### src/hdl/jfb_pkg.sv
// Shared types and constants of the joystick frame builder.
package jfb_pkg;

    localparam int BYTE_W    = 8;
    localparam int SAMPLE_W  = 12;
    localparam int CFG_W     = 32;
    localparam int MAG_W     = 4;
    localparam int DIR_W     = 2;
    localparam int ALARM_W   = 3;
    localparam int IN_DATA_W = 64;
    localparam int POS_W     = 5;

    localparam int QUEUE_DEPTH = 2;
    localparam int Q_AW        = $clog2(QUEUE_DEPTH);

    localparam logic [BYTE_W-1:0] HEADER_BYTE = 8'hAA;
    localparam logic [BYTE_W-1:0] TAIL_BYTE   = 8'h55;
    localparam logic [BYTE_W-1:0] FRAME_TYPE  = 8'h01;
    localparam logic [BYTE_W-1:0] PAD_BYTE    = 8'h00;

    localparam logic [CFG_W-1:0]    DEVICE_ID_RST = 32'd0;
    localparam logic [SAMPLE_W-1:0] DB_LOW_RST    = 12'd1900;
    localparam logic [SAMPLE_W-1:0] DB_HIGH_RST   = 12'd2150;

    // direction codes
    localparam logic [DIR_W-1:0] DIR_CENTER = 2'd0;
    localparam logic [DIR_W-1:0] UD_LOW     = 2'd2;
    localparam logic [DIR_W-1:0] UD_HIGH    = 2'd1;
    localparam logic [DIR_W-1:0] LR_LOW     = 2'd1;
    localparam logic [DIR_W-1:0] LR_HIGH    = 2'd2;

    typedef enum logic [1:0] {
        CFG_DEVICE_ID = 2'd0,
        CFG_DB_LOW    = 2'd1,
        CFG_DB_HIGH   = 2'd2
    } t_cfg_idx;

    // byte positions within the frame
    localparam logic [POS_W-1:0] POS_HDR0    = 5'd0;
    localparam logic [POS_W-1:0] POS_HDR1    = 5'd1;
    localparam logic [POS_W-1:0] POS_TYPE    = 5'd2;
    localparam logic [POS_W-1:0] POS_ID3     = 5'd3;
    localparam logic [POS_W-1:0] POS_ID2     = 5'd4;
    localparam logic [POS_W-1:0] POS_ID1     = 5'd5;
    localparam logic [POS_W-1:0] POS_ID0     = 5'd6;
    localparam logic [POS_W-1:0] POS_UD_DIR  = 5'd7;
    localparam logic [POS_W-1:0] POS_UD_MAG  = 5'd8;
    localparam logic [POS_W-1:0] POS_LR_DIR  = 5'd9;
    localparam logic [POS_W-1:0] POS_LR_MAG  = 5'd10;
    localparam logic [POS_W-1:0] POS_ALARM   = 5'd11;
    localparam logic [POS_W-1:0] POS_LED1    = 5'd12;
    localparam logic [POS_W-1:0] POS_LED2    = 5'd13;
    localparam logic [POS_W-1:0] POS_WHISTLE = 5'd14;
    localparam logic [POS_W-1:0] POS_BACKUP  = 5'd15;
    localparam logic [POS_W-1:0] POS_PAD     = 5'd16;
    localparam logic [POS_W-1:0] POS_CSUM    = 5'd17;
    localparam logic [POS_W-1:0] POS_TAIL0   = 5'd18;
    localparam logic [POS_W-1:0] POS_TAIL1   = 5'd19;

    typedef struct packed {
        logic [CFG_W-1:0]    device_id;
        logic [SAMPLE_W-1:0] db_low;
        logic [SAMPLE_W-1:0] db_high;
    } t_cfg;

    typedef struct packed {
        logic [DIR_W-1:0] code;
        logic [MAG_W-1:0] mag;
    } t_axis;

    typedef struct packed {
        t_axis               ud;
        t_axis               lr;
        logic [ALARM_W-1:0]  alarm;
        logic [BYTE_W-1:0]   led_one;
        logic [BYTE_W-1:0]   led_two;
        logic [BYTE_W-1:0]   whistle;
        logic [BYTE_W-1:0]   backup;
    } t_job;

endpackage

### src/hdl/jfb_front.sv
// Front end: takes a sample word, classifies both axes, holds the result for the queue.
module jfb_front (
    input  logic                         i_clk,
    input  logic                         i_rst_n,
    input  jfb_pkg::t_cfg                i_cfg,
    input  logic                         i_valid,
    output logic                         o_ready,
    input  logic [jfb_pkg::IN_DATA_W-1:0] i_data,
    output logic                         o_valid,
    input  logic                         i_ready,
    output jfb_pkg::t_job                o_job
);

    function automatic jfb_pkg::t_axis classify(
        input logic [jfb_pkg::SAMPLE_W-1:0] v,
        input logic [jfb_pkg::SAMPLE_W-1:0] lo,
        input logic [jfb_pkg::SAMPLE_W-1:0] hi,
        input logic [jfb_pkg::DIR_W-1:0]    lo_code,
        input logic [jfb_pkg::DIR_W-1:0]    hi_code
    );
        jfb_pkg::t_axis                a;
        logic [jfb_pkg::SAMPLE_W-1:0]  d;
        d = '0;
        if (v < lo) begin
            d      = lo - v;
            a.code = lo_code;
            a.mag  = d[jfb_pkg::SAMPLE_W-1 -: jfb_pkg::MAG_W];
        end else if (v > hi) begin
            d      = v - hi;
            a.code = hi_code;
            a.mag  = d[jfb_pkg::SAMPLE_W-1 -: jfb_pkg::MAG_W];
        end else begin
            a.code = jfb_pkg::DIR_CENTER;
            a.mag  = '0;
        end
        return a;
    endfunction

    logic          r_valid;
    jfb_pkg::t_job r_job;
    jfb_pkg::t_job n_job;
    logic          w_take;

    logic [jfb_pkg::SAMPLE_W-1:0] w_ud;
    logic [jfb_pkg::SAMPLE_W-1:0] w_lr;

    assign o_ready = !r_valid || i_ready;
    assign w_take  = i_valid && o_ready;
    assign o_valid = r_valid;
    assign o_job   = r_job;

    assign w_ud = i_data[11:0];
    assign w_lr = ~i_data[23:12];   // 4095 - reading

    always_comb begin
        n_job.ud      = classify(w_ud, i_cfg.db_low, i_cfg.db_high,
                                 jfb_pkg::UD_LOW, jfb_pkg::UD_HIGH);
        n_job.lr      = classify(w_lr, i_cfg.db_low, i_cfg.db_high,
                                 jfb_pkg::LR_LOW, jfb_pkg::LR_HIGH);
        n_job.alarm   = i_data[26:24];
        n_job.led_one = i_data[34:27];
        n_job.led_two = i_data[42:35];
        n_job.whistle = i_data[50:43];
        n_job.backup  = i_data[58:51];
    end

    always_ff @(posedge i_clk) begin
        if (!i_rst_n) begin
            r_valid <= 1'b0;
        end else if (o_ready) begin
            r_valid <= i_valid;
        end
        if (w_take) begin
            r_job <= n_job;
        end
    end

endmodule

### src/hdl/jfb_queue.sv
// Short job queue between the front end and the frame serializer.
module jfb_queue (
    input  logic          i_clk,
    input  logic          i_rst_n,
    input  logic          i_push,
    input  jfb_pkg::t_job i_job,
    output logic          o_full,
    output logic          o_valid,
    output jfb_pkg::t_job o_job,
    input  logic          i_pop
);

    localparam logic [jfb_pkg::Q_AW-1:0] LAST_SLOT = jfb_pkg::Q_AW'(jfb_pkg::QUEUE_DEPTH - 1);
    localparam logic [jfb_pkg::Q_AW:0]   FULL_CNT  = (jfb_pkg::Q_AW+1)'(jfb_pkg::QUEUE_DEPTH);

    jfb_pkg::t_job               r_mem [jfb_pkg::QUEUE_DEPTH];
    logic [jfb_pkg::Q_AW-1:0]    r_wr_ptr;
    logic [jfb_pkg::Q_AW-1:0]    r_rd_ptr;
    logic [jfb_pkg::Q_AW:0]      r_count;
    logic                        w_push;
    logic                        w_pop;

    assign o_full  = (r_count == FULL_CNT);
    assign o_valid = (r_count != '0);
    assign o_job   = r_mem[r_rd_ptr];
    assign w_push  = i_push && !o_full;
    assign w_pop   = i_pop && o_valid;

    always_ff @(posedge i_clk) begin
        if (!i_rst_n) begin
            r_wr_ptr <= '0;
            r_rd_ptr <= '0;
            r_count  <= '0;
        end else begin
            if (w_push) begin
                r_wr_ptr <= (r_wr_ptr == LAST_SLOT) ? '0 : r_wr_ptr + 1'b1;
            end
            if (w_pop) begin
                r_rd_ptr <= (r_rd_ptr == LAST_SLOT) ? '0 : r_rd_ptr + 1'b1;
            end
            if (w_push && !w_pop) begin
                r_count <= r_count + 1'b1;
            end else if (w_pop && !w_push) begin
                r_count <= r_count - 1'b1;
            end
        end
        if (w_push) begin
            r_mem[r_wr_ptr] <= i_job;
        end
    end

endmodule

### src/hdl/jfb_back.sv
// Back end: walks the 20 frame positions of the head job, one byte per word, with running checksum.
module jfb_back (
    input  logic                      i_clk,
    input  logic                      i_rst_n,
    input  jfb_pkg::t_cfg             i_cfg,
    input  logic                      i_valid,
    input  jfb_pkg::t_job             i_job,
    output logic                      o_pop,
    output logic                      o_tvalid,
    input  logic                      i_tready,
    output logic [jfb_pkg::BYTE_W-1:0] o_tdata,
    output logic                      o_tlast
);

    logic                        r_out_valid;
    logic [jfb_pkg::BYTE_W-1:0]  r_out_byte;
    logic                        r_out_last;
    logic [jfb_pkg::POS_W-1:0]   r_pos;
    logic [jfb_pkg::BYTE_W-1:0]  r_sum;
    logic [jfb_pkg::BYTE_W-1:0]  n_byte;
    logic [jfb_pkg::BYTE_W-1:0]  n_sum;
    logic                        w_adv;
    logic                        w_emit;
    logic                        w_end;

    assign w_adv    = !r_out_valid || i_tready;
    assign w_emit   = w_adv && i_valid;
    assign w_end    = (r_pos == jfb_pkg::POS_TAIL1);
    assign o_pop    = w_emit && w_end;
    assign o_tvalid = r_out_valid;
    assign o_tdata  = r_out_byte;
    assign o_tlast  = r_out_last;

    always_comb begin
        unique case (r_pos)
            jfb_pkg::POS_HDR0,
            jfb_pkg::POS_HDR1:    n_byte = jfb_pkg::HEADER_BYTE;
            jfb_pkg::POS_TYPE:    n_byte = jfb_pkg::FRAME_TYPE;
            jfb_pkg::POS_ID3:     n_byte = i_cfg.device_id[31:24];
            jfb_pkg::POS_ID2:     n_byte = i_cfg.device_id[23:16];
            jfb_pkg::POS_ID1:     n_byte = i_cfg.device_id[15:8];
            jfb_pkg::POS_ID0:     n_byte = i_cfg.device_id[7:0];
            jfb_pkg::POS_UD_DIR:  n_byte = jfb_pkg::BYTE_W'(i_job.ud.code);
            jfb_pkg::POS_UD_MAG:  n_byte = jfb_pkg::BYTE_W'(i_job.ud.mag);
            jfb_pkg::POS_LR_DIR:  n_byte = jfb_pkg::BYTE_W'(i_job.lr.code);
            jfb_pkg::POS_LR_MAG:  n_byte = jfb_pkg::BYTE_W'(i_job.lr.mag);
            jfb_pkg::POS_ALARM:   n_byte = jfb_pkg::BYTE_W'(i_job.alarm);
            jfb_pkg::POS_LED1:    n_byte = i_job.led_one;
            jfb_pkg::POS_LED2:    n_byte = i_job.led_two;
            jfb_pkg::POS_WHISTLE: n_byte = i_job.whistle;
            jfb_pkg::POS_BACKUP:  n_byte = i_job.backup;
            jfb_pkg::POS_CSUM:    n_byte = r_sum;
            jfb_pkg::POS_TAIL0,
            jfb_pkg::POS_TAIL1:   n_byte = jfb_pkg::TAIL_BYTE;
            default:              n_byte = jfb_pkg::PAD_BYTE;
        endcase
    end

    // checksum covers the type byte through the backup byte
    always_comb begin
        if (r_pos == jfb_pkg::POS_HDR0) begin
            n_sum = '0;
        end else if (r_pos >= jfb_pkg::POS_TYPE && r_pos <= jfb_pkg::POS_BACKUP) begin
            n_sum = r_sum + n_byte;
        end else begin
            n_sum = r_sum;
        end
    end

    always_ff @(posedge i_clk) begin
        if (!i_rst_n) begin
            r_out_valid <= 1'b0;
            r_pos       <= jfb_pkg::POS_HDR0;
            r_sum       <= '0;
        end else begin
            if (w_adv) begin
                r_out_valid <= i_valid;
            end
            if (w_emit) begin
                r_pos <= w_end ? jfb_pkg::POS_HDR0 : r_pos + 1'b1;
                r_sum <= n_sum;
            end
        end
        if (w_emit) begin
            r_out_byte <= n_byte;
            r_out_last <= w_end;
        end
    end

endmodule

### src/hdl/joystick_frame_builder.sv
// Top level of the joystick frame builder: config registers, front end, queue, serializer.
//
//  channel   dir  handshake              payload
//  s (in)    in   i_s_tvalid/o_s_tready  i_s_tdata: one control sample
//  m (out)   out  o_m_tvalid/i_m_tready  o_m_tdata: frame byte, o_m_tlast: last byte
//  cfg       in   i_cfg_we               i_cfg_idx, i_cfg_data
//
// Each sample yields 20 bytes, one per cycle from the serializer in the back end while
// i_m_tready is high. A sample is held in the front register, then in a queue slot.
// The front register and the spare queue slot let up to two samples wait behind a frame.
// Synchronous reset restores the register defaults and empties every stage.
// A stall on the output holds the current byte; the input keeps accepting until full.
module joystick_frame_builder (
    input  logic        i_clk,
    input  logic        i_rst_n,
    input  logic        i_s_tvalid,
    output logic        o_s_tready,
    // [11:0] updown_sample, [23:12] leftright_sample, [24] fire_pressed,
    // [25] terror_pressed, [26] ambulance_pressed, [34:27] led_one_state,
    // [42:35] led_two_state, [50:43] whistle_value, [58:51] backup_value, [63:59] zero
    input  logic [63:0] i_s_tdata,
    output logic        o_m_tvalid,
    input  logic        i_m_tready,
    // [7:0] frame_byte
    output logic [7:0]  o_m_tdata,
    output logic        o_m_tlast,   // last_byte
    input  logic        i_cfg_we,
    input  logic [1:0]  i_cfg_idx,
    input  logic [31:0] i_cfg_data
);

    jfb_pkg::t_cfg r_cfg;
    jfb_pkg::t_job w_f_job;
    jfb_pkg::t_job w_q_job;
    logic          w_f_valid;
    logic          w_q_full;
    logic          w_q_valid;
    logic          w_q_pop;

    always_ff @(posedge i_clk) begin
        if (!i_rst_n) begin
            r_cfg.device_id <= jfb_pkg::DEVICE_ID_RST;
            r_cfg.db_low    <= jfb_pkg::DB_LOW_RST;
            r_cfg.db_high   <= jfb_pkg::DB_HIGH_RST;
        end else if (i_cfg_we) begin
            if (i_cfg_idx == jfb_pkg::CFG_DEVICE_ID) begin
                r_cfg.device_id <= i_cfg_data;
            end else if (i_cfg_idx == jfb_pkg::CFG_DB_LOW) begin
                r_cfg.db_low <= i_cfg_data[jfb_pkg::SAMPLE_W-1:0];
            end else if (i_cfg_idx == jfb_pkg::CFG_DB_HIGH) begin
                r_cfg.db_high <= i_cfg_data[jfb_pkg::SAMPLE_W-1:0];
            end
        end
    end

    jfb_front u_front (
        .i_clk   (i_clk),
        .i_rst_n (i_rst_n),
        .i_cfg   (r_cfg),
        .i_valid (i_s_tvalid),
        .o_ready (o_s_tready),
        .i_data  (i_s_tdata),
        .o_valid (w_f_valid),
        .i_ready (!w_q_full),
        .o_job   (w_f_job)
    );

    jfb_queue u_queue (
        .i_clk   (i_clk),
        .i_rst_n (i_rst_n),
        .i_push  (w_f_valid),
        .i_job   (w_f_job),
        .o_full  (w_q_full),
        .o_valid (w_q_valid),
        .o_job   (w_q_job),
        .i_pop   (w_q_pop)
    );

    jfb_back u_back (
        .i_clk    (i_clk),
        .i_rst_n  (i_rst_n),
        .i_cfg    (r_cfg),
        .i_valid  (w_q_valid),
        .i_job    (w_q_job),
        .o_pop    (w_q_pop),
        .o_tvalid (o_m_tvalid),
        .i_tready (i_m_tready),
        .o_tdata  (o_m_tdata),
        .o_tlast  (o_m_tlast)
    );

    // a new frame always opens with the header byte
    a_hdr_after_last: assert property (@(posedge i_clk) disable iff (!i_rst_n)
        (o_m_tvalid && i_m_tready && o_m_tlast) |=>
            (!o_m_tvalid || o_m_tdata == jfb_pkg::HEADER_BYTE))
        else $error("frame does not start with header");

    a_last_is_tail: assert property (@(posedge i_clk) disable iff (!i_rst_n)
        (o_m_tvalid && o_m_tlast) |-> (o_m_tdata == jfb_pkg::TAIL_BYTE))
        else $error("last byte is not tail");

    // queue pops only while it holds a job
    a_pop_nonempty: assert property (@(posedge i_clk) disable iff (!i_rst_n)
        w_q_pop |-> w_q_valid)
        else $error("pop from empty queue");

    // a full queue with a waiting front register back-pressures the input
    a_front_stall: assert property (@(posedge i_clk) disable iff (!i_rst_n)
        (w_f_valid && w_q_full) |-> !o_s_tready)
        else $error("input accepted while front is blocked");

endmodule
### config.mk
export PLATFORM = sky130hd
export DESIGN_NAME = joystick_frame_builder
export DESIGN_NICKNAME = d
export VERILOG_FILES = /design/src/hdl/jfb_pkg.sv /design/src/hdl/jfb_front.sv /design/src/hdl/jfb_queue.sv /design/src/hdl/jfb_back.sv /design/src/hdl/joystick_frame_builder.sv
export SDC_FILE = /design/constraint.sdc
export NUM_CORES = 1
export LEC_CHECK = 0
export BUFFER_PORTS_ARGS = -buffer_cell sky130_fd_sc_hd__buf_2
export CAP_MARGIN = 10
export CORE_ASPECT_RATIO = 0.6
export CORE_MARGIN = 10
export CORE_UTILIZATION = 32
export DETAILED_ROUTE_END_ITERATION = 10
export PLACE_DENSITY = 0.59
export SYNTH_ARGS = -nofsm -noshare
export SYNTH_HDL_FRONTEND = slang
export SYNTH_SLANG_ARGS = --single-unit
### constraint.sdc
create_clock -name i_clk -period 4.5 [get_ports i_clk]
set_clock_uncertainty 0.05 [all_clocks]
set_input_delay 0.675 -clock i_clk [delete_from_list [all_inputs] [get_ports i_clk]]
set_output_delay 0.675 -clock i_clk [all_outputs]
set_load 0.02 [all_outputs]
# [After elaboration in Yosys (flattened, before gate mapping)]
# Memory sizes are Yosys's and may differ from the RTL's. A register that Yosys moved wholly into a read port is not among the register bits.
# Cells that the tools add are included.
[word_totals] register_bits=131 mem_bits_rw=94 out_inout_bits=11 mem_count=1
[mem_list] memory="u_queue.r_mem" depth=2 width=47 rd=1 rd_clocked_by_memory_dff=1 write_ports=1 line="jfb_queue.sv:16" source="jfb_pkg::t_job r_mem [jfb_pkg::QUEUE_DEPTH];"
[op_classes] addsub=10 n_lt_le_gt_ge=6 n_eq_ne=21 n_mux=16 bitwise=3 reduce_logical=26
[op_table] op="8-bit one-hot mux with 17 select lines" count=1
[op_table] op="12-bit subtractor" count=4
[op_table] op="5-bit by 4-bit == test with 1-bit output, second input constant" count=8
[op_table] op="12-bit greater-than comparator" count=2
[op_table] op="12-bit less-than comparator" count=2
[op_table] op="5-bit by 3-bit == test with 1-bit output, second input constant" count=4
[op_table] op="8-bit 2-to-1 mux" count=2
[op_table] op="5-bit == test, second input constant" count=3
[op_table] op="12-bit inverter" count=1
[op_table] op="5-bit by 2-bit == test with 1-bit output, second input constant" count=2
[op_table] op="5-bit 2-to-1 mux" count=2
[op_table] op="8-bit adder" count=1
[op_table] op="1-bit logical AND" count=8
[op_table] op="4-bit 2-to-1 mux" count=2
[op_table] op="1-bit 2-to-1 mux" count=6
[op_table] op="6-bit 2-to-1 mux" count=1
[op_table] op="2-bit nonzero test" count=3
[op_table] op="5-bit by 1-bit adder with 5-bit output, second input constant" count=1
[op_table] op="5-bit by 1-bit == test with 1-bit output, second input constant" count=1
[op_table] op="5-bit by 2-bit greater-or-equal comparator with 1-bit output, second input constant" count=1
[op_table] op="5-bit by 4-bit <= comparator with 1-bit output, second input constant" count=1
[op_table] op="1-bit logical NOT" count=5
[op_table] op="5-bit logical NOT" count=1
[op_table] op="2-bit == test, second input constant" count=2
[op_table] op="12 further kinds" count=18

# [Longest topological paths before layout]
[logic_depth] depth_word=8 ltp_mapped=18 ltp_nobuf=17

# [By module]
# A second synthesis with hierarchy kept.
[unflattened] cells_unflattened=909 area_unflattened_um2=10935.5
[modules_own_cells] module="jfb_queue" n_inst=1 cells_each=171 area_per_inst_um2=3623.5 seq_area_each_um2=2922.8
[modules_own_cells] module="jfb_front" n_inst=1 cells_each=264 area_per_inst_um2=3019.1 seq_area_each_um2=1431.4
[modules_own_cells] module="joystick_frame_builder" n_inst=1 cells_each=234 area_per_inst_um2=2288.4 seq_area_each_um2=1121.1
[modules_own_cells] module="jfb_back" n_inst=1 cells_each=240 area_per_inst_um2=2004.4 seq_area_each_um2=550.5

# [Worst setup path after synthesis]
# Ideal clock, no wire load.
[synth_timing] path_type="register to register" from="reg u_back.r_pos[0] (netlist name)" to="reg u_back.r_sum[7] (netlist name)" t_arrival_ns=3.687 slack_ns=0.681 stages_incl_launch_ff=18 path_buffers=2 period_less_slack_ns=3.819 path_cell_list="dfxtp_1 -> ha_1 -> clkbuf_1 -> and3_1 -> ha_1 -> clkbuf_1 -> a222oi_1 -> o211ai_1 -> a2111oi_0 -> nand3_1 -> ha_1 -> a21oi_1 -> o211ai_1 -> o41ai_1 -> nand2_1 -> nor3b_1 -> mux2i_1 -> o2111ai_1"
[synth_via] elab_chain_cells=6 elab_cells_between_ends=30 classes_between="add/sub: 1; order compare: 2; eq/ne: 18; mux: 3; reduce/logical: 6"
[synth_lines] item="from (decl)" line="jfb_back.sv:18" source="logic [jfb_pkg::POS_W-1:0] r_pos;"
[synth_lines] item="from (signal assigned)" line="jfb_back.sv:73" source="r_pos <= jfb_pkg::POS_HDR0;"
[synth_lines] item="from (signal assigned)" line="jfb_back.sv:80" source="r_pos <= w_end ? jfb_pkg::POS_HDR0 : r_pos + 1'b1;"
[synth_lines] item="5-bit == test (tied with other cells)" line="jfb_back.sv:35" source="unique case (r_pos)"
[synth_lines] item="2-bit OR reduction" line="jfb_back.sv:35"
[synth_lines] item="8-bit one-hot mux with 17 select lines (*)" line="jfb_back.sv:35"
[synth_lines] item="named net u_back.n_byte, one bit" line="jfb_back.sv:20" source="logic [jfb_pkg::BYTE_W-1:0] n_byte;"
[synth_lines] item="8-bit adder (*)" line="jfb_back.sv:64" source="n_sum = r_sum + n_byte;"
[synth_lines] item="8-bit 2-to-1 mux (*)" line="jfb_back.sv:63" source="end else if (r_pos >= jfb_pkg::POS_TYPE && r_pos <= jfb_pkg::POS_BACKUP) begin"
[synth_lines] item="8-bit 2-to-1 mux (*)" line="jfb_back.sv:61" source="if (r_pos == jfb_pkg::POS_HDR0) begin"
[synth_lines] item="to (signal assigned)" line="jfb_back.sv:81" source="r_sum <= n_sum;"
[synth_lines] item="to (decl)" line="jfb_back.sv:19" source="logic [jfb_pkg::BYTE_W-1:0] r_sum;"
# Mark *: on every way through the listed nets, which the timed path passes. The rest lies on a longest branch. The select of a mux whose other input is x is not followed.
# A chain may end at the register's enable or synchronous reset.

# [Worst setup path in the final report]
[layout_timing] from="reg u_back.r_pos[0] (netlist name)" to="reg u_back.r_sum[6] (netlist name)"
# The elaborated chain is that of the path after synthesis.

==> flow_results.org <==
** Logic synthesis
- Of the post-synthesis cell area, the dominant cell type holds 42.9%.
- Part of the Yosys area used for sequential elements :: 57.4%
- Xor and xnor area share after synthesis :: around 1.8%
- Total of warnings raised by yosys :: 0
- The synthesized netlist devotes 13.2% of its cell area to compound gates.
- Counting flops with a built-in enable in the synthesized netlist gives 150.
- The synthesized design spends more area on one cell type than any other, namely sky130_fd_sc_hd__edfxtp_1.
- Cell variety after synth :: 69
- Most used flip-flop cell after synthesis :: sky130_fd_sc_hd__edfxtp_1
- Gate count after technology mapping :: 916
- Measured against the total synthesized area, the mux share comes to 3.59%.
- The number of nets in the synthesized netlist is roughly 1100.
- In the synthesized netlist the async set-or-reset flop fraction comes to 0%.
- After synthesis the netlist holds a flip-flop and latch count of about 230.
- Summing the areas of all and, or, nand and nor instances in the mapped netlist gives a little over an eighth of the synthesized area.
- After synthesis, the mean cell area works out to 11.5 um^2.
- After synthesis, the largest family of logic cells by area is compound AO/OA/AOI/OAI gates.
- Synth area leaders :: sky130_fd_sc_hd__edfxtp_1 43%, sky130_fd_sc_hd__dfxtp_1 14%, sky130_fd_sc_hd__ha_1 7.3%
- Mapped Area :: roughly 11000 um^2
- Fraction of the mapped netlist area in adder cells :: 7.46%

** Worst setup path
- CP Data Required Time :: around 4900 ps
- Reg-to-reg slack, setup :: 320 ps
- Worst reg-to-reg path cell count :: 17
- Highest fanout seen on the critical path :: 6
- The critical path is of the reg -> reg type.
- In this run the critical register-to-register path is captured at u_back.r_sum[6].
- At the worst endpoint, the arrival time is around 4600 ps.
- Crit start category :: flop
- In this run the critical register-to-register path is launched from u_back.r_pos[0].
- STA classifies the critical path endpoint as a flop.

** Floorplan
- Row count :: 51
- In this run the standard cell core region covers around 32000 um^2.
- Die extent in x :: approximately 250 um
- The die covers 40700 um^2.
- Once the floorplan was initialized, standard cells occupied 32.4% of the core.
- Top-level port count :: 114
- Measured along the y axis, the die boundary spans 160 um.

** Outcome
- Status :: completed

** Min path
- Worst Hold Endpoint :: u_front.o_job[19]
- Along the worst hold path, the cell count comes to 1.
- HP Class :: in -> reg
- Critical hold path startpoint :: i_s_tdata[38]

** CTS
- Clock-pin slew was measured on the worst setup and hold paths at 60 ps.
- The later pin in the worst-skew pair is clocked with a latency of 530 ps.
- Total clock buffers created by CTS :: 22
- Clock Sinks :: ~230
- CTS tree :: yes
- In this run the number of H-tree levels came out at 1.
- The longest clock path from root to sink contains 3 buffers.
- Cts-stage hold buffer count :: 0
- Clk root buf :: sky130_fd_sc_hd__clkbuf_16

** Cells and area
- The sequential cells in the finished layout cover a total of 6030 um^2.
- After the last flow step, the layout net total stands at 1196.
- Area taken by multi-input logic gates :: ~4100 um^2
- Area added between synthesis and finish :: 17.8%
- Util after Layout :: 38.2%
- Fraction of final layout cells with drive strength greater than 1 :: between 10% and 20%
- Inserted Diodes :: 0
- Fill count :: 3165
- Non-filler instance count after layout :: 1471
- The top cell types in the final layout, fill and taps aside, are 150 x sky130_fd_sc_hd__nand2_1, 150 x sky130_fd_sc_hd__edfxtp_1, 108 x sky130_fd_sc_hd__buf_2.

** Placement
- Routability-driven placement finished with a final weighted congestion of 0.929.
- Number of I/O port buffers :: 108
- Post-DP HPWL :: 21400 um
- # placed instances :: 1429

** Routing
- The final layout contains routed wiring with a total length of 28300 um.
- Dividing the detail-routed via count by the number of cells gives 5.02.
- The first detailed-routing pass ran for 6 iterations.
- After detailed routing, the number of remaining DRC violations is 0.
- Initial detailed-routing violation count :: 619
- In this run the remaining antenna-violating nets after routing total 0.
- The routed layout has ~7400 vias.
- Post-detailed-route wirelength per cell :: 19.3 um

** Timing
- Clock period minus final worst setup slack :: approximately 4200 ps
- Achievable Freq :: about 240 MHz
- The final critical path takes up 92.8% of the cycle.
- Setup repair after global routing left no endpoint under its margin.
- Total setup violations reported at the end of the flow :: 0
- The worst pin sits at a relative slew slack of 25.4%.
- On the final layout, the worst hold slack is between 200 and 300 ps.
- For the pin with the worst max-slew slack, the measured transition is 1120 ps.
- Accumulated negative setup slack :: 0 ps
- Hold Vio Cnt, Final :: 0
- Number of max-slew violations in the final report :: 0

** GRT
- Global routing used 13.6% of the available tracks across all layers.
- Number of antenna violations at the first check in global routing :: 0
- Entering global routing, the biggest net connects 50 pins.
- The first global-routing pass estimated 43100 um of wire.
- GRT Residual Overflow :: 0
- The number of global-route vias before repair is 7276.

** Pwr
- Max IR drop VDD :: 0.000248 V
- PwrDens :: 402 nW/um^2
- Static Leakage :: 4.61 nW

** Run
- Max-cap violations in this run came to 0.
[what timing repair did]
| item | CTS | global route |
|---|---|---|
| resized for setup | 0 | 3 |
| buffers inserted | 0 | 2 |
| setup endpoints to repair | 0 | 2 |
[critical path: stages, from the launching register on]
cell	delay, ps
sky130_fd_sc_hd__dfxtp_1	380
sky130_fd_sc_hd__ha_1	240
sky130_fd_sc_hd__and3_1	180
sky130_fd_sc_hd__ha_1	200
sky130_fd_sc_hd__a222oi_1	560
sky130_fd_sc_hd__o211ai_1	170
sky130_fd_sc_hd__a2111oi_1	380
sky130_fd_sc_hd__nand3_1	130
sky130_fd_sc_hd__buf_4	180
sky130_fd_sc_hd__buf_4	140
sky130_fd_sc_hd__fa_1	450
sky130_fd_sc_hd__a21o_1	190
sky130_fd_sc_hd__a21oi_1	240
sky130_fd_sc_hd__o21bai_1	100
sky130_fd_sc_hd__a21oi_1	180
sky130_fd_sc_hd__xnor2_1	140
sky130_fd_sc_hd__nand4_1	120
sky130_fd_sc_hd__nand2_1	100
[logic make-up (layout without fill, tap and decap cells)]
group,count (synthesis),after routing
XOR/XNOR,21,21
flip-flops,226,226
AND/OR/NAND/NOR,294,294
buffers and inverters,88,219
AO/OA/AOI/OAI,189,189
adder cells (fa/ha/maj),62,62
multiplexers,36,36
[final cells by class]
class                      instances  area share [%]
clock inverter                    14            1.36
tap                              424            4.29
inverter                          50            1.52
sequential                       226            48.7
timing repair buffer             129            5.75
clock buffer                      26            4.91
multi-input combinational        602            33.5
[synth_stat cells, drive strengths merged (8+ instances only)]
| master | instances |
|---|---|
| edfxtp | 150 |
| nand2 | 150 |
| dfxtp | 76 |
| ha | 61 |
| a21boi | 52 |
| inv | 50 |
| nor2 | 37 |
| a21oi | 33 |
| nand3 | 29 |
| clkbuf | 27 |
| mux2i | 23 |
| o21ai | 17 |
| nand4 | 16 |
| mux2 | 13 |
| xnor2 | 13 |
| buf | 11 |
| nor2b | 10 |
| o211ai | 10 |
| a222oi | 8 |
| nor3 | 8 |
| xor2 | 8 |
[report_power, final]
group	internal, mW	switching [mW]
Clock	1.15	0.805
Sequential	2.35	0.0675
Combinational	0.235	0.366
[registers in the layout (all words and copies together) (netlist names), named ones only]
name	count
u_front.o_job	47
u_back.o_tlast	1
u_queue.r_wr_ptr	1
u_back.r_pos	5
u_back.o_tdata	8
u_queue.r_count	2
u_queue.r_mem	94
u_back.r_sum	8
u_front.o_valid	1
r_cfg	56
u_queue.r_rd_ptr	1
u_back.o_tvalid	1
[worst max path at each step]
stage,slack [ps],to,cells past startpoint,startpoint
5_1_grt,40,u_back.r_sum[6],18,u_back.r_pos[1]
3_3_place_gp,380,u_back.r_sum[7],16,u_back.r_pos[1]
3_5_place_dp,330,u_back.r_sum[7],16,u_back.r_pos[1]
4_1_cts,300,u_back.r_sum[7],16,u_back.r_pos[1]
6_report,320,u_back.r_sum[6],17,u_back.r_pos[0]
2_1_floorplan,680,u_back.r_sum[7],17,u_back.r_pos[0]
[stage by stage]
step / instance area (um^2) / total power [mW] / setup WS [ps]
5_1_grt: 12400 / 5.19 / 43.3
3_3_place_gp: 11600 / 3.04 / 382
2_1_floorplan: 10500 / 2.82 / 681
3_5_place_dp: 11600 / 3.05 / 328
6_report: 12400 / 4.97 / 324
4_1_cts: 12300 / 5.02 / 304
[per-layer routing]
metal | up-vias | wire, um | track usage (%)
met1 | 3544 | 14200 | 20.3
met4 | 0 | 432 | 2.49
met3 | 34 | 2230 | 3.68
met2 | 215 | 11500 | 19.2
li1 | 3589 | - | -
met5 | - | 0 | 0
Power figures use the tool's default switching activity.
